File: src/delimited_response_capture_defines.svh
// assertion macros shared by the response capture block
`ifndef DELIMITED_RESPONSE_CAPTURE_DEFINES_SVH
`define DELIMITED_RESPONSE_CAPTURE_DEFINES_SVH

// same-cycle implication, checked out of reset
`define DRC_ASSERT_NOW(label, ante, cons, msg) \
	label: assert property (@(posedge clk) disable iff (!arst_n) (ante) |-> (cons)) \
		else $error(msg);

// next-cycle implication, checked out of reset
`define DRC_ASSERT_NEXT(label, ante, cons, msg) \
	label: assert property (@(posedge clk) disable iff (!arst_n) (ante) |=> (cons)) \
		else $error(msg);

`endif

File: src/drc_pkg.sv
// types, constants and helpers for the delimited response capture block
package drc_pkg;

	localparam int BUFFER_SIZE = 256;
	localparam int MAX_PATTERN = 8;
	localparam int LEFT_W = $clog2(BUFFER_SIZE + 1);
	localparam int ADDR_W = 5;
	localparam int DATA_W = 64;

	localparam logic [3:0] MAX_LEN = 4'(MAX_PATTERN);
	localparam logic [LEFT_W-1:0] BUFFER_LEFT = LEFT_W'(BUFFER_SIZE);

	localparam logic OP_ARM = 1'b0;
	localparam logic OP_BYTE = 1'b1;

	localparam logic [1:0] REG_START_PATTERN = 2'd0;
	localparam logic [1:0] REG_START_LENGTH = 2'd1;
	localparam logic [1:0] REG_END_PATTERN = 2'd2;
	localparam logic [1:0] REG_END_LENGTH = 2'd3;

	typedef enum logic [1:0] {
		PH_IDLE = 2'd0,
		PH_START = 2'd1,
		PH_END = 2'd2
	} phase_t;

	typedef enum logic [1:0] {
		ST_BUSY = 2'd0,
		ST_DONE = 2'd1,
		ST_OVF = 2'd2,
		ST_IDLE = 2'd3
	} status_t;

	typedef struct packed {
		logic opcode;
		logic [7:0] rx_byte;
	} item_t;

	typedef struct packed {
		logic [7:0] data_byte;
		logic payload_valid;
		status_t status;
	} result_t;

	typedef struct packed {
		logic [63:0] start_pattern;
		logic [3:0] start_length;
		logic [63:0] end_pattern;
		logic [3:0] end_length;
	} cfg_t;

	typedef struct packed {
		phase_t phase;
		logic [3:0] match_index;
		logic [LEFT_W-1:0] bytes_left;
	} ctx_t;

	function automatic logic [3:0] clamp_len(logic [3:0] len);
		return (len > MAX_LEN) ? MAX_LEN : len;
	endfunction

endpackage

File: src/delimited_response_capture.sv
// Delimited response capture top level. Each transaction is either an arm
// (opcode 0), which starts a new search, or one received byte (opcode 1).
// After an arm the block hunts for the start pattern, then echoes every
// following byte with payload_valid set until the end pattern has gone by,
// end pattern included. Every transaction yields exactly one result whose
// status reads busy, complete, overflow (drop the payload) or idle. One
// transaction is taken per clock while the result register is free or is
// being taken. The transaction waits in the input register, the match step
// runs on it there against the context register, and the result register
// holds the outcome until it is taken. A held result stalls the input
// register, so at most two transactions wait inside the block.
// Registers (64-bit apb, byte address 8*i): start_pattern,
// start_length, end_pattern, end_length; lengths above eight count as eight.
`include "delimited_response_capture_defines.svh"

module delimited_response_capture (
	input logic clk,
	input logic arst_n,
	input logic item_valid,
	output logic item_ready,
	input drc_pkg::item_t item,
	output logic result_valid,
	input logic result_ready,
	output drc_pkg::result_t result,
	input logic psel,
	input logic penable,
	input logic pwrite,
	input logic [drc_pkg::ADDR_W-1:0] paddr,
	input logic [drc_pkg::DATA_W-1:0] pwdata,
	output logic [drc_pkg::DATA_W-1:0] prdata,
	output logic pready
);

	drc_pkg::cfg_t cfg;
	drc_pkg::ctx_t ctx_q;
	drc_pkg::ctx_t ctx_next;
	drc_pkg::item_t item_s1;
	logic valid_s1;
	drc_pkg::result_t step_result;
	drc_pkg::result_t result_s2;
	logic valid_s2;
	logic advance;

	assign pready = 1'b1;

	drc_regs u_regs (
		.clk(clk),
		.arst_n(arst_n),
		.psel(psel),
		.penable(penable),
		.pwrite(pwrite),
		.paddr(paddr),
		.pwdata(pwdata),
		.prdata(prdata),
		.cfg(cfg)
	);

	drc_matcher u_matcher (
		.cfg(cfg),
		.ctx(ctx_q),
		.item(item_s1),
		.ctx_next(ctx_next),
		.result(step_result)
	);

	assign advance = valid_s1 && (!valid_s2 || result_ready);
	assign item_ready = !valid_s1 || advance;

	// input register
	always_ff @(posedge clk or negedge arst_n) begin
		if (!arst_n) begin
			valid_s1 <= 1'b0;
		end else if (item_ready) begin
			valid_s1 <= item_valid;
		end
	end

	always_ff @(posedge clk) begin
		if (item_valid && item_ready)
			item_s1 <= item;
	end

	// match context
	always_ff @(posedge clk or negedge arst_n) begin
		if (!arst_n) begin
			ctx_q.phase <= drc_pkg::PH_IDLE;
			ctx_q.match_index <= '0;
			ctx_q.bytes_left <= '0;
		end else if (advance) begin
			ctx_q <= ctx_next;
		end
	end

	// result register
	always_ff @(posedge clk or negedge arst_n) begin
		if (!arst_n) begin
			valid_s2 <= 1'b0;
		end else if (advance) begin
			valid_s2 <= 1'b1;
		end else if (result_ready) begin
			valid_s2 <= 1'b0;
		end
	end

	always_ff @(posedge clk) begin
		if (advance)
			result_s2 <= step_result;
	end

	assign result_valid = valid_s2;
	assign result = result_s2;

	`DRC_ASSERT_NOW(a_idle_index_clear, ctx_q.phase == drc_pkg::PH_IDLE, ctx_q.match_index == '0, "match index left set while idle")
	`DRC_ASSERT_NOW(a_index_in_range, 1'b1, ctx_q.match_index < drc_pkg::MAX_LEN, "match index beyond pattern length")
	`DRC_ASSERT_NOW(a_active_budget, ctx_q.phase != drc_pkg::PH_IDLE, ctx_q.bytes_left != '0, "active phase with no byte budget")
	`DRC_ASSERT_NOW(a_payload_status, valid_s2 && result_s2.payload_valid, result_s2.status != drc_pkg::ST_IDLE, "payload byte reported idle")
	`DRC_ASSERT_NEXT(a_step_lands, advance, valid_s2, "processed transaction lost before result register")

endmodule

File: src/drc_regs.sv
// apb register file holding the start and end patterns and their lengths
module drc_regs (
	input logic clk,
	input logic arst_n,
	input logic psel,
	input logic penable,
	input logic pwrite,
	input logic [drc_pkg::ADDR_W-1:0] paddr,
	input logic [drc_pkg::DATA_W-1:0] pwdata,
	output logic [drc_pkg::DATA_W-1:0] prdata,
	output drc_pkg::cfg_t cfg
);

	logic [63:0] start_pattern_q;
	logic [3:0] start_length_q;
	logic [63:0] end_pattern_q;
	logic [3:0] end_length_q;
	logic [1:0] reg_index;
	logic wr_en;

	assign reg_index = paddr[drc_pkg::ADDR_W-1:3];
	assign wr_en = psel & penable & pwrite;

	always_ff @(posedge clk or negedge arst_n) begin
		if (!arst_n) begin
			start_pattern_q <= '0;
			start_length_q <= '0;
			end_pattern_q <= '0;
			end_length_q <= '0;
		end else if (wr_en) begin
			unique case (reg_index)
				drc_pkg::REG_START_PATTERN: start_pattern_q <= pwdata[63:0];
				drc_pkg::REG_START_LENGTH: start_length_q <= pwdata[3:0];
				drc_pkg::REG_END_PATTERN: end_pattern_q <= pwdata[63:0];
				drc_pkg::REG_END_LENGTH: end_length_q <= pwdata[3:0];
			endcase
		end
	end

	always_comb begin
		unique case (reg_index)
			drc_pkg::REG_START_PATTERN: prdata = start_pattern_q;
			drc_pkg::REG_START_LENGTH: prdata = {60'd0, start_length_q};
			drc_pkg::REG_END_PATTERN: prdata = end_pattern_q;
			drc_pkg::REG_END_LENGTH: prdata = {60'd0, end_length_q};
		endcase
	end

	assign cfg.start_pattern = start_pattern_q;
	assign cfg.start_length = start_length_q;
	assign cfg.end_pattern = end_pattern_q;
	assign cfg.end_length = end_length_q;

endmodule

File: src/drc_matcher.sv
// combinational pattern match step: next context and result for one transaction
module drc_matcher (
	input drc_pkg::cfg_t cfg,
	input drc_pkg::ctx_t ctx,
	input drc_pkg::item_t item,
	output drc_pkg::ctx_t ctx_next,
	output drc_pkg::result_t result
);

	logic [3:0] start_span;
	logic [3:0] end_len;
	logic [3:0] cur_len;
	logic [63:0] cur_pattern;
	logic [7:0] pat_byte;
	logic [3:0] idx_inc;
	logic hit;
	logic complete;
	logic [drc_pkg::LEFT_W-1:0] left_dec;
	logic [drc_pkg::LEFT_W-1:0] end_left;
	logic exhausted;

	assign start_span = drc_pkg::clamp_len(cfg.start_length);
	assign end_len = drc_pkg::clamp_len(cfg.end_length);
	assign cur_len = (ctx.phase == drc_pkg::PH_END) ? end_len : start_span;
	assign cur_pattern = (ctx.phase == drc_pkg::PH_END) ? cfg.end_pattern : cfg.start_pattern;
	assign pat_byte = cur_pattern[{ctx.match_index[2:0], 3'b000} +: 8];
	assign idx_inc = ctx.match_index + 4'd1;
	assign hit = (item.rx_byte == pat_byte);
	assign complete = hit && (idx_inc >= cur_len);
	assign left_dec = (ctx.bytes_left != '0) ? ctx.bytes_left - drc_pkg::LEFT_W'(1)
		: ctx.bytes_left;
	assign exhausted = (left_dec == '0);
	assign end_left = drc_pkg::BUFFER_LEFT - drc_pkg::LEFT_W'(start_span);

	// next context
	always_comb begin
		ctx_next = ctx;
		if (item.opcode == drc_pkg::OP_ARM) begin
			ctx_next.match_index = '0;
			if (start_span != '0) begin
				ctx_next.phase = drc_pkg::PH_START;
				ctx_next.bytes_left = drc_pkg::BUFFER_LEFT;
			end else if (end_len == '0) begin
				ctx_next.phase = drc_pkg::PH_IDLE;
			end else begin
				ctx_next.phase = drc_pkg::PH_END;
				ctx_next.bytes_left = end_left;
			end
		end else begin
			unique case (ctx.phase)
				drc_pkg::PH_START, drc_pkg::PH_END: begin
					if (complete) begin
						ctx_next.match_index = '0;
						if (ctx.phase == drc_pkg::PH_END || end_len == '0) begin
							ctx_next.phase = drc_pkg::PH_IDLE;
						end else begin
							ctx_next.phase = drc_pkg::PH_END;
							ctx_next.bytes_left = end_left;
						end
					end else begin
						ctx_next.match_index = hit ? idx_inc : 4'd0;
						ctx_next.bytes_left = left_dec;
						if (exhausted) begin
							ctx_next.phase = drc_pkg::PH_IDLE;
							ctx_next.match_index = '0;
						end
					end
				end
				default: ctx_next.phase = drc_pkg::PH_IDLE;
			endcase
		end
	end

	// result fields
	always_comb begin
		result.data_byte = item.rx_byte;
		result.payload_valid = 1'b0;
		result.status = drc_pkg::ST_IDLE;
		if (item.opcode == drc_pkg::OP_ARM) begin
			result.data_byte = '0;
			result.status = (start_span == '0 && end_len == '0) ? drc_pkg::ST_DONE
				: drc_pkg::ST_BUSY;
		end else begin
			unique case (ctx.phase)
				drc_pkg::PH_START: begin
					if (complete)
						result.status = (end_len == '0) ? drc_pkg::ST_DONE : drc_pkg::ST_BUSY;
					else
						result.status = exhausted ? drc_pkg::ST_OVF : drc_pkg::ST_BUSY;
				end
				drc_pkg::PH_END: begin
					result.payload_valid = 1'b1;
					if (complete)
						result.status = drc_pkg::ST_DONE;
					else
						result.status = exhausted ? drc_pkg::ST_OVF : drc_pkg::ST_BUSY;
				end
				default: result.status = drc_pkg::ST_IDLE;
			endcase
		end
	end

endmodule

File: config.mk
export PLATFORM = sky130hd
export DESIGN_NAME = delimited_response_capture
export DESIGN_NICKNAME = d
export VERILOG_FILES = /design/src/drc_pkg.sv /design/src/delimited_response_capture.sv /design/src/drc_regs.sv /design/src/drc_matcher.sv
export VERILOG_INCLUDE_DIRS = /design/src /design/src/src
export SDC_FILE = /design/constraint.sdc
export NUM_CORES = 1
export LEC_CHECK = 0
export ABC_CLOCK_PERIOD_IN_PS = 4100
export BUFFER_PORTS_ARGS = -buffer_cell sky130_fd_sc_hd__buf_2
export CAP_MARGIN = 30
export CORE_ASPECT_RATIO = 1.1
export CORE_MARGIN = 2
export CORE_UTILIZATION = 55
export CTS_CLUSTER_SIZE = 10
export DETAILED_ROUTE_END_ITERATION = 8
export PLACE_DENSITY_LB_ADDON = 0.2
export SLEW_MARGIN = 15
export SYNTH_ARGS = -nofsm -noshare
export SYNTH_HDL_FRONTEND = slang
export SYNTH_SLANG_ARGS = --single-unit
File: constraint.sdc
create_clock -name clk -period 4.1 [get_ports clk]
set_input_delay 0 -clock clk [delete_from_list [all_inputs] [get_ports clk]]
set_output_delay 0 -clock clk [all_outputs]
set_load 0.01 [all_outputs]
==> results.yml, run 1 <==
global_routing:
  first_global_vias: 7155
  grt_first_pass_wirelength_um: 36900
  grt_overflow_total: 0
  grt_antenna_before_repair: 0
  grt_use_total_pct: 26.2
  grt_start_max_net_pins: 103
critical_path:
  cp.buffers_inverters: 1
  cp_slowest_stage_delay_ns: 0.60
  cp_max_fo: 22
  path_delay_family: "multiplexers"
  setup.worst_path.start_class: "flop"
  slowest_stage: "dfrtp_2"
  cp_cell_sequence: "buf_4 -> mux4_2 -> mux2i_1 -> xnor2_1 -> o41ai_2 -> nand3_4 -> o2111a_2 -> mux2_1"
  worstPathArrival_ns: 3.79
  critPathKind: "reg -> reg"
  critPathCaptureType: "flop"
  worst-endpoint-required_ns: 4.41
die:
  pin_count: 163
  start_util_pct: 56.1
  placementRows: 50
  die-width_um: 129
  floorplan.die_area_sq_um: 18300
  die_h_um: 142
  floorplan.core_area_sq_um: 17000
sta:
  slew_headroom_pct: 42.4
  clock_skew_ns: 0.00841
  max_freq_mhz: 287
  grt_setup_unrepaired: "no"
  hold_violations: 0
  timing.setup.tns_ns: 0
  finalHoldWorstSlack_ns: 0.0863
  worst-slew-pin-transition_ns: 0.859
  maxSlewViolCount: 0
  post-route-min-period_ns: 3.49
  post-route-period-util_pct: 85.0
  finish_stage_setup_viols: 0
synthesis:
  ys.warnings.count: 0
  synthesis.area_per_instance_sq_um: 12.3
  synth_seq_cells: 173
  syn_nets: 871
  synth.lib_cells_used.distinct: 63
  synth.yosys.seq_area_share_pct: 46.6
  dominantRegCellSynth: "dfrtp_1"
  asyncSetResetFlopFracSynth_pct: 88.4
  number_of_enable_flip_flop_cells_after_synthesis: 20
  post_synth_instance_area_sq_um: 9500
  synthCells: 775
route:
  post_route_drc_violation_count: 0
  routed_wirelength_um: 23400
  wl_per_cell_um: 18.9
  drt_pre_antenna_iters: 4
  vias_per_cell: 5.65
  detail-route-antenna-nets: 0
  num_vias: 6975
  drt-initial-drc-count: 341
layout:
  fraction_of_final_layout_cells_with_drive_strength_greater_than_1_pct: 38.2
  fillers: 1224
  num_antenna_cells: 0
  final_nets: 1088
  layout-area-overhead-vs-synth_pct: 25.0
  layout.cell_area.non_filler_sq_um: 11900
clock_tree:
  htree_num_levels: 4
  clkSinkCount: 173
  clockRootBuffer: "clkbuf_16"
  tritoncts.num_buffers: 17
  cts_buffer_depth: 2
  post-cts-setup-buffers: 0
  path_clk_slew_ns: 0.06
  clk-insertion-delay-late_ns: 0.43
  tritoncts: "built"
hold_path:
  holdCritPathClass: "in -> reg"
power:
  power_density_nw_per_um2: 497
  power_leakage_uw: 0.00534
  ir_worst_vdd_mv: 0.335
placement:
  buffer_ports.inserted: 158
  dp_hpwl_um: 14900
  postPlaceCellArea_sq_um: 10500
  place.gp.congestion: 0.837
flow_run:
  cap_viol_max_count: 0
outcome:
  status: "finished clean"
cells in the final DEF (no fill, tap or decap), types with 4 or more instances in the layout:
master	n
o22ai_1	9
o21ai_0	14
nand2b_1	13
ha_1	10
or3_1	4
mux2_2	148
inv_1	12
nor2_1	74
nand3_1	7
or2_2	5
dfrtp_1	152
a21oi_1	14
mux4_2	20
dlygate4sd3_1	78
nor2b_1	5
edfxtp_1	20
buf_4	9
mux2i_1	94
buf_2	156
and2_1	15
a22oi_1	6
xor2_1	9
clkbuf_16	17
nand2_1	28
xnor2_1	5
bufinv_16	4
synthesized netlist by cell type, drive strengths merged (11+ instances only):
cell,n,share of area (%)
o21ai,14,0.74
dfrtp,153,40
inv,12,0.47
nand2b,13,0.86
clkbuf,35,1.4
a21oi,14,0.74
mux2i,94,9.9
and2,15,0.99
ha,11,1.4
buf,15,1.3
mux2,149,18
nand2,28,1.1
edfxtp,20,6.3
nor2,74,2.9
mux4,21,5.0
final cells by class:
| type | count | area (sq um) | area share, % |
|---|---|---|---|
| multi-input cells | 540 | 4790 | 40.3 |
| flip-flops and latches | 173 | 4430 | 37.3 |
| repair buffers | 248 | 1730 | 14.5 |
| clock buffers | 20 | 457 | 3.84 |
| well taps | 234 | 293 | 2.46 |
| clock inverters | 8 | 143 | 1.20 |
| inverters | 12 | 45.0 | 0.379 |
flip-flops by register name (all words and copies together) (netlist names):
name                    flops
u_regs.end_pattern_q       64
u_regs.start_length_q       4
ctx_q                      15
result                     11
u_regs.end_length_q         4
result_valid                1
valid_s1                    1
u_regs.start_pattern_q     64
item_s1                     9
worst paths after layout:
check                                startpoint                                endpoint  slack, ns  depth (start not counted)
max                        ctx_q[9]$_DFFE_PN0P_                    ctx_q[3]$_DFFE_PN0P_       0.61                          8
min                                    paddr[3]  u_regs.start_pattern_q[11]$_DFFE_PN0P_       0.09                          3
max reg2reg                ctx_q[9]$_DFFE_PN0P_                    ctx_q[3]$_DFFE_PN0P_       0.61                          8
min reg2reg                valid_s1$_DFFE_PN0N_                result_valid$_DFFE_PN0P_       0.49                          1
max in group asynchronous                arst_n    u_regs.end_pattern_q[59]$_DFFE_PN0P_       2.52                          5
min in group asynchronous                arst_n  u_regs.start_pattern_q[36]$_DFFE_PN0P_       0.51                          3
tightest hold or removal path, delay by kind of cell:
kind / cells / cell delay, ns
buffers and inverters: 1 / 0.11
multiplexers: 1 / 0.25
AND/OR/NAND/NOR: 1 / 0.12
cells by family after synthesis:
family	after synthesis	share of synthesized area, %
flip-flops	173	46.6
XOR/XNOR	14	1.29
AND/OR/NAND/NOR	175	9.20
multiplexers	264	32.6
other	1	0.0395
AO/OA/AOI/OAI	75	5.70
adder cells (fa/ha/maj)	11	1.45
buffers and inverters	62	3.15
per-layer routing:
metal,routed length (um),vias up,track usage [%]
li1,-,3267,-
met1,10000,3524,34.0
met2,12100,160,45.2
met3,875,24,4.79
met4,335,0,7.04
met5,0,-,0
stage by stage:
stage	worst slack (ns)	power, uW	std cells	util [%]
finish	0.613	5910	1235	70.1
global route	0.431	6210	1235	70.1
CTS	0.630	5920	1233	69.9
detailed placement	0.649	4170	1128	61.8
global placement	0.685	4140	1128	61.8
floorplan	0.550	3630	775	-
power by group:
part           switching [uW]  total (uW)  internal (uW)
Sequential                314        2440           2120
Clock                     643        1680           1040
Combinational             864        1790            926
Total                    1820        5910           4090
what timing repair did:
action / CTS / global route
hold buffers: 77 / 1
endpoints found under the hold margin: 247 / 8
gates resized for setup: 0 / 0
Note: power is estimated with default switching activity, not from simulation.
==> run 2: changes to the inputs <==
- ABC_AREA: default -> 1
- BUFFER_PORTS_ARGS: -buffer_cell sky130_fd_sc_hd__buf_2 -> default
- CORE_ASPECT_RATIO: 1.1 -> 0.8
- DONT_BUFFER_PORTS: default -> 1
==> results.yml, run 2 <==
clock_tree:
  clockRootBuffer: "clkbuf_16"
  clk-insertion-delay-late_ns: 0.44
  cts_buffer_depth: 2
  htree_num_levels: 4
  clkSinkCount: 173
  post-cts-setup-buffers: 0
  postCtsResizedCells: 0
  path_clk_slew_ns: 0.07
  tritoncts.num_buffers: 17
  tritoncts: "built"
placement:
  dp_hpwl_um: 16500
  place.gp.congestion: 0.842
  post-place-ws_ns: 0.867
  post-place-cells: 1347
  buffer_ports.inserted: 0
power:
  power.share.clock_pct: 29.1
  power.share.combinational_pct: 29.1
  p_switching_uw: 2130
  power_leakage_uw: 0.00528
  internal-power_uw: 3630
  power_switching_share_pct: 37.0
  power.sequential.fraction_pct: 41.8
  post-layout-total-power_uw: 5750
  ir_worst_vdd_mv: 0.307
  power_density_nw_per_um2: 534
critical_path:
  cp_slowest_stage_delay_ns: 0.62
  worst_r2r_startpoint: "ctx_q[13]$_DFFE_PN0P_"
  setup.reg_to_reg.worst_slack_ns: 0.74
  critPathCaptureType: "flop"
  critPathKind: "reg -> reg"
  cp_max_fo: 69
  crit_path_frequent_cell: "nand3_1"
  slowest_stage: "buf_4"
  cell_count_of_the_worst_reg_to_reg_path: 15
  cp.buffers_inverters: 2
  setup.worst_path.start_class: "flop"
  worst-endpoint-required_ns: 4.42
  worst_r2r_endpoint: "ctx_q[14]$_DFFE_PN0P_"
  path_delay_family: "simple AND/OR/NAND/NOR gates"
  cp_cell_sequence: "inv_1 -> ha_2 -> buf_4 -> nand2_1 -> nand3_1 -> nand3_1 -> nand3_1 -> nand3_1 -> nand2_1 -> nand2_2 -> nor2_8 -> nand3_2 -> a21oi_2 -> nand2b_1 -> nand2_1"
  worstPathArrival_ns: 3.68
global_routing:
  grt_antenna_before_repair: 1
  first_global_vias: 7838
  grt_overflow_total: 0
  grt_start_max_net_pins: 154
  grt_use_total_pct: 30.1
  grt_first_pass_wirelength_um: 41700
layout:
  layout-area-overhead-vs-synth_pct: 16.1
  utilization_pct: 65.1
  fraction_of_final_layout_cells_with_drive_strength_greater_than_1_pct: 5.16
  layout.cells.most_common: "nand2_1"
  layout.cells.most_common_list: "nand2_1 (376), dfrtp_1 (153), o21ai_0 (138)"
  final_nets: 1324
  final_cell_count_without_fillers: 1462
  largest_registers: "u_regs.end_pattern_q (64), u_regs.start_pattern_q (64), ctx_q (15)"
sta:
  timing.setup.tns_ns: 0
  post-route-min-period_ns: 3.36
  slew_headroom_pct: 43.6
  finish_stage_setup_viols: 0
  max_freq_mhz: 298
  hold_violations: 0
  post-route-period-util_pct: 81.9
  clock_skew_ns: 0.00824
  worst-slew-pin-transition_ns: 0.845
  maxSlewViolCount: 0
  postLayoutSetupSlackWorst_ns: 0.744
  grt_setup_unrepaired: "no"
synthesis:
  main_area_contributors_after_synthesis: "dfrtp_1 (41%), nand2_1 (15%), o21ai_0 (7.4%)"
  synthCells: 1191
  proportion_of_netlist_area_held_by_the_largest_area_contributor_pct: 41.2
  syn_nets: 1287
  synth_seq_cells: 173
  ys.warnings.count: 0
  synth.yosys.seq_area_share_pct: 47.7
  netlist_top_cells_count: "nand2_1 (378), dfrtp_1 (153), o21ai_0 (138), nand3_1 (132), inv_1 (113)"
  synthMostInstantiatedCell: "nand2_1"
  synthDominantAreaCellType: "dfrtp_1"
  post_synth_instance_area_sq_um: 9290
  synthesis.area_per_instance_sq_um: 7.80
  asyncSetResetFlopFracSynth_pct: 88.4
  number_of_enable_flip_flop_cells_after_synthesis: 20
  synth.lib_cells_used.distinct: 36
  dominantRegCellSynth: "dfrtp_1"
die:
  floorplan.die_area_sq_um: 18000
  pin_count: 163
  placementRows: 42
  die-width_um: 149
  die_h_um: 120
  floorplan.core_area_sq_um: 16600
  start_util_pct: 56.1
flow_run:
  cap_viol_max_count: 0
route:
  vias_per_cell: 5.67
  drt-initial-drc-count: 727
  post_route_drc_violation_count: 0
  routed_wirelength_um: 26300
  detail-route-antenna-nets: 0
  drt_pre_antenna_iters: 5
  wl_per_cell_um: 18.0
  num_vias: 8294
hold_path:
  min_from: "paddr[3]"
  holdCritPathClass: "in -> reg"
  hold-path-cell-count: 4
  hold_path_sink: "u_regs.start_length_q[3]$_DFFE_PN0P_"
outcome:
  status: "finished clean"
run 2: layout make-up:
class / instances / area [sq um]
diodes: 1 / 2.50
clock buffers: 17 / 425
clock inverters: 15 / 179
fillers: 1425 / 5770
inverters: 120 / 450
multi-input cells: 825 / 4080
flip-flops and latches: 173 / 4430
well taps: 220 / 275
repair buffers: 91 / 936
run 2: through the flow:
stage          instance area [sq um]  hold slack, ns
2_1_floorplan                   9290          -0.296
3_3_place_gp                    9320          -0.292
3_5_place_dp                    9320          -0.291
4_1_cts                        10700         0.00879
5_1_grt                        10800          0.0700
6_report                       10800          0.0131
run 2: timing repair:
item                                    CTS  global route
endpoints found under the setup margin    0             0
endpoints found under the hold margin   304            10
hold buffers                             80             1
run 2: routing by layer:
layer	vias up	share of wire, %	global-route usage, %
met5	-	0	0
met4	0	1.6	8.87
met3	38	8.3	7.89
met2	332	45	44.4
met1	3922	45	44.0
li1	4002	-	-
run 2: logic make-up (layout without fill, tap and decap cells):
| logic type | count (synthesis) | after routing | share of synthesized area (%) |
|---|---|---|---|
| buf+inv | 193 | 243 | 8.70 |
| compound gates | 227 | 227 | 14.8 |
| other cells | 1 | 2 | 0.0404 |
| simple gates | 577 | 577 | 26.4 |
| flops | 173 | 173 | 47.7 |
| xor+xnor | 9 | 9 | 0.849 |
| fa+ha+maj | 11 | 11 | 1.48 |
run 2: worst max path at each step:
| stage | startpoint | end | slack [ns] | cells after the start |
|---|---|---|---|---|
| 2_1_floorplan | ctx_q[13]$_DFFE_PN0P_ | result[1]$_SDFFCE_PN0P_ | 1.17 | 17 |
| 3_3_place_gp | ctx_q[13]$_DFFE_PN0P_ | ctx_q[14]$_DFFE_PN0P_ | 0.92 | 17 |
| 3_5_place_dp | ctx_q[13]$_DFFE_PN0P_ | ctx_q[14]$_DFFE_PN0P_ | 0.87 | 17 |
| 4_1_cts | ctx_q[13]$_DFFE_PN0P_ | ctx_q[14]$_DFFE_PN0P_ | 0.84 | 17 |
| 5_1_grt | ctx_q[13]$_DFFE_PN0P_ | ctx_q[14]$_DFFE_PN0P_ | 0.54 | 17 |
| 6_report | ctx_q[13]$_DFFE_PN0P_ | ctx_q[14]$_DFFE_PN0P_ | 0.74 | 15 |
run 2: power by group through the flow:
stage | Combinational, uW | Clock (uW) | Sequential, uW
after floorplan | 1270 | 0 | 2340
after global placement | 1510 | 0 | 2420
after detailed placement | 1560 | 0 | 2430
after CTS | 1660 | 1690 | 2400
after global routing | 1910 | 1770 | 2450
final | 1680 | 1680 | 2400
run 2: worst min-delay path: cells and delay by family:
| family | cells | cell delay (ns) |
|---|---|---|
| AO/OA/AOI/OAI | 1 | 0.10 |
| buffers and inverters | 1 | 0.03 |
| AND/OR/NAND/NOR | 2 | 0.27 |
==> run 3: changes to the inputs <==
- ABC_CLOCK_PERIOD_IN_PS: 4100 -> 2790
- clock period: 4.1 -> 2.79 ns (I/O delays scaled with it)
==> results.yml, run 3 (same netlist as run 2, synthesis figures left out) <==
global_routing:
  grt_overflow_total: 0
  grt_antenna_before_repair: 0
  grt_start_max_net_pins: 154
  grt_use_total_pct: 30.3
  grt_first_pass_wirelength_um: 41900
  first_global_vias: 7878
clock_tree:
  cts_buffer_depth: 2
  clk-insertion-delay-late_ns: 0.44
  clockRootBuffer: "clkbuf_16"
  tritoncts: "built"
  htree_num_levels: 4
  path_clk_slew_ns: 0.07
  clkSinkCount: 173
  tritoncts.num_buffers: 17
  hold_buffers: 80
critical_path:
  worstPathArrival_ns: 2.96
  critPathCaptureType: "flop"
  critPathKind: "reg -> reg"
  cp_max_fo: 26
  setup.worst_path.start_class: "flop"
  worst-endpoint-required_ns: 3.15
route:
  wl_met1_um: 11900
  detail-route-antenna-nets: 0
  vias_per_cell: 5.72
  highest-signal-layer: "met4"
  route.met3.wl_um: 2510
  num_vias: 8464
  drt_pre_antenna_iters: 5
  post_route_drc_violation_count: 0
  drt-initial-drc-count: 785
  detailroute.wirelength.met2_um: 11700
  wl_per_cell_um: 18.0
  routed_wirelength_um: 26600
placement:
  dp_hpwl_um: 16900
  buffer_ports.inserted: 0
  place.gp.congestion: 0.864
  post-place-cells: 1366
die:
  pin_count: 163
  die_h_um: 120
  floorplan.die_area_sq_um: 18000
  floorplan.core_area_sq_um: 16600
  placementRows: 42
  die-width_um: 149
  start_util_pct: 56.1
sta:
  finalHoldWorstSlack_ns: -0.747
  hold_violations: 153
  maxSlewViolCount: 0
  post-route-min-period_ns: 2.61
  slew_headroom_pct: 42.0
  clock_skew_ns: 0.00694
  timing.setup.tns_ns: 0
  post-route-period-util_pct: 93.5
  max_freq_mhz: 383
  worst-slew-pin-transition_ns: 0.870
  finish_stage_setup_viols: 0
flow_run:
  cap_viol_max_count: 0
outcome:
  violations_in_the_final_reports: "hold timing"
  status: "finished, violations left"
power:
  power_density_nw_per_um2: 767
  post-layout-total-power_uw: 8400
  power_leakage_uw: 0.00537
  ir_worst_vdd_mv: 0.421
layout:
  largest_registers: "u_regs.end_pattern_q (64), u_regs.start_pattern_q (64), ctx_q (15)"
  layout.cells.most_common: "nand2_1"
  num_antenna_cells: 0
  layout-area-overhead-vs-synth_pct: 17.9
  fraction_of_final_layout_cells_with_drive_strength_greater_than_1_pct: 6.66
  layout.cells.most_common_list: "nand2_1 (376), dfrtp_1 (153), o21ai_0 (138)"
  utilization_pct: 66.2
  final_nets: 1344
  final_cell_count_without_fillers: 1481
hold_path:
  holdCritPathClass: "in -> async"
==> run 3: cell types whose count changed in the layout (fill, tap and decap cells not counted), sizes merged <==
cell      delta
bufinv       -2
clkbuf       +2
diode        -1
clkinv       +3
clkinvlp     -1
inv          -1
buf         +19
==> run 3: final timing paths <==
| check | from | endpoint | slack [ns] | depth (start not counted) |
|---|---|---|---|---|
| max | ctx_q[14]$_DFFE_PN0P_ | ctx_q[12]$_DFFE_PN0P_ | 0.18 | 15 |
| min | arst_n | u_regs.end_pattern_q[29]$_DFFE_PN0P_ | -0.75 | 0 |
| max reg2reg | ctx_q[14]$_DFFE_PN0P_ | ctx_q[12]$_DFFE_PN0P_ | 0.18 | 15 |
| min reg2reg | u_regs.end_pattern_q[53]$_DFFE_PN0P_ | u_regs.end_pattern_q[53]$_DFFE_PN0P_ | 0.51 | 2 |
| max in group asynchronous | arst_n | u_regs.end_pattern_q[55]$_DFFE_PN0P_ | 3.29 | 0 |
| min in group clk | paddr[3] | u_regs.start_length_q[1]$_DFFE_PN0P_ | 0.02 | 4 |
==> run 3: per-layer routing <==
metal / global-route usage [%] / up-vias
li1: - / 4046
met1: 45.0 / 4007
met2: 44.6 / 374
met3: 7.43 / 37
met4: 8.15 / 0
met5: 0 / -
==> run 3: power by group <==
group | switching, uW | internal [uW] | total (uW)
Sequential | 468 | 3080 | 3550
Clock | 1070 | 1150 | 2220
Combinational | 1570 | 1060 | 2630
==> run 3: area by class of cell <==
type	count	area, sq um
Fill cell	1400	5600
Sequential cell	173	4430
Multi-Input combinational cell	825	4110
Timing Repair Buffer	111	1150
Inverter	120	453
Clock buffer	18	429
Tap cell	220	275
Clock inverter	14	109
==> run 3: through the flow <==
| step | area (sq um) | worst slack [ns] |
|---|---|---|
| 6_report | 11000 | 0.181 |
| 5_1_grt | 11000 | -0.00332 |
| 4_1_cts | 10900 | 0.135 |
| 3_5_place_dp | 9550 | 0.161 |
| 3_3_place_gp | 9550 | 0.190 |
| 2_1_floorplan | 9310 | -0.0773 |
==> run 3: worst max-delay path, cell delays in order (launching register included) <==
cell     delay [ns]
dfrtp_1        0.42
ha_4           0.21
inv_4          0.10
buf_12         0.18
nand2_1        0.07
nand3_1        0.08
nand3_1        0.17
nand3_1        0.19
nand3_1        0.09
nand2_1        0.09
nand2_2        0.09
nor2_8         0.16
buf_4          0.17
and2_1         0.16
nand4_1        0.14
o21ai_1        0.17
==> run 3: what timing repair did <==
item	in CTS	in global routing
setup endpoints to repair	0	15
resized for setup	0	6
buffers inserted	0	2
hold endpoints to repair	300	153
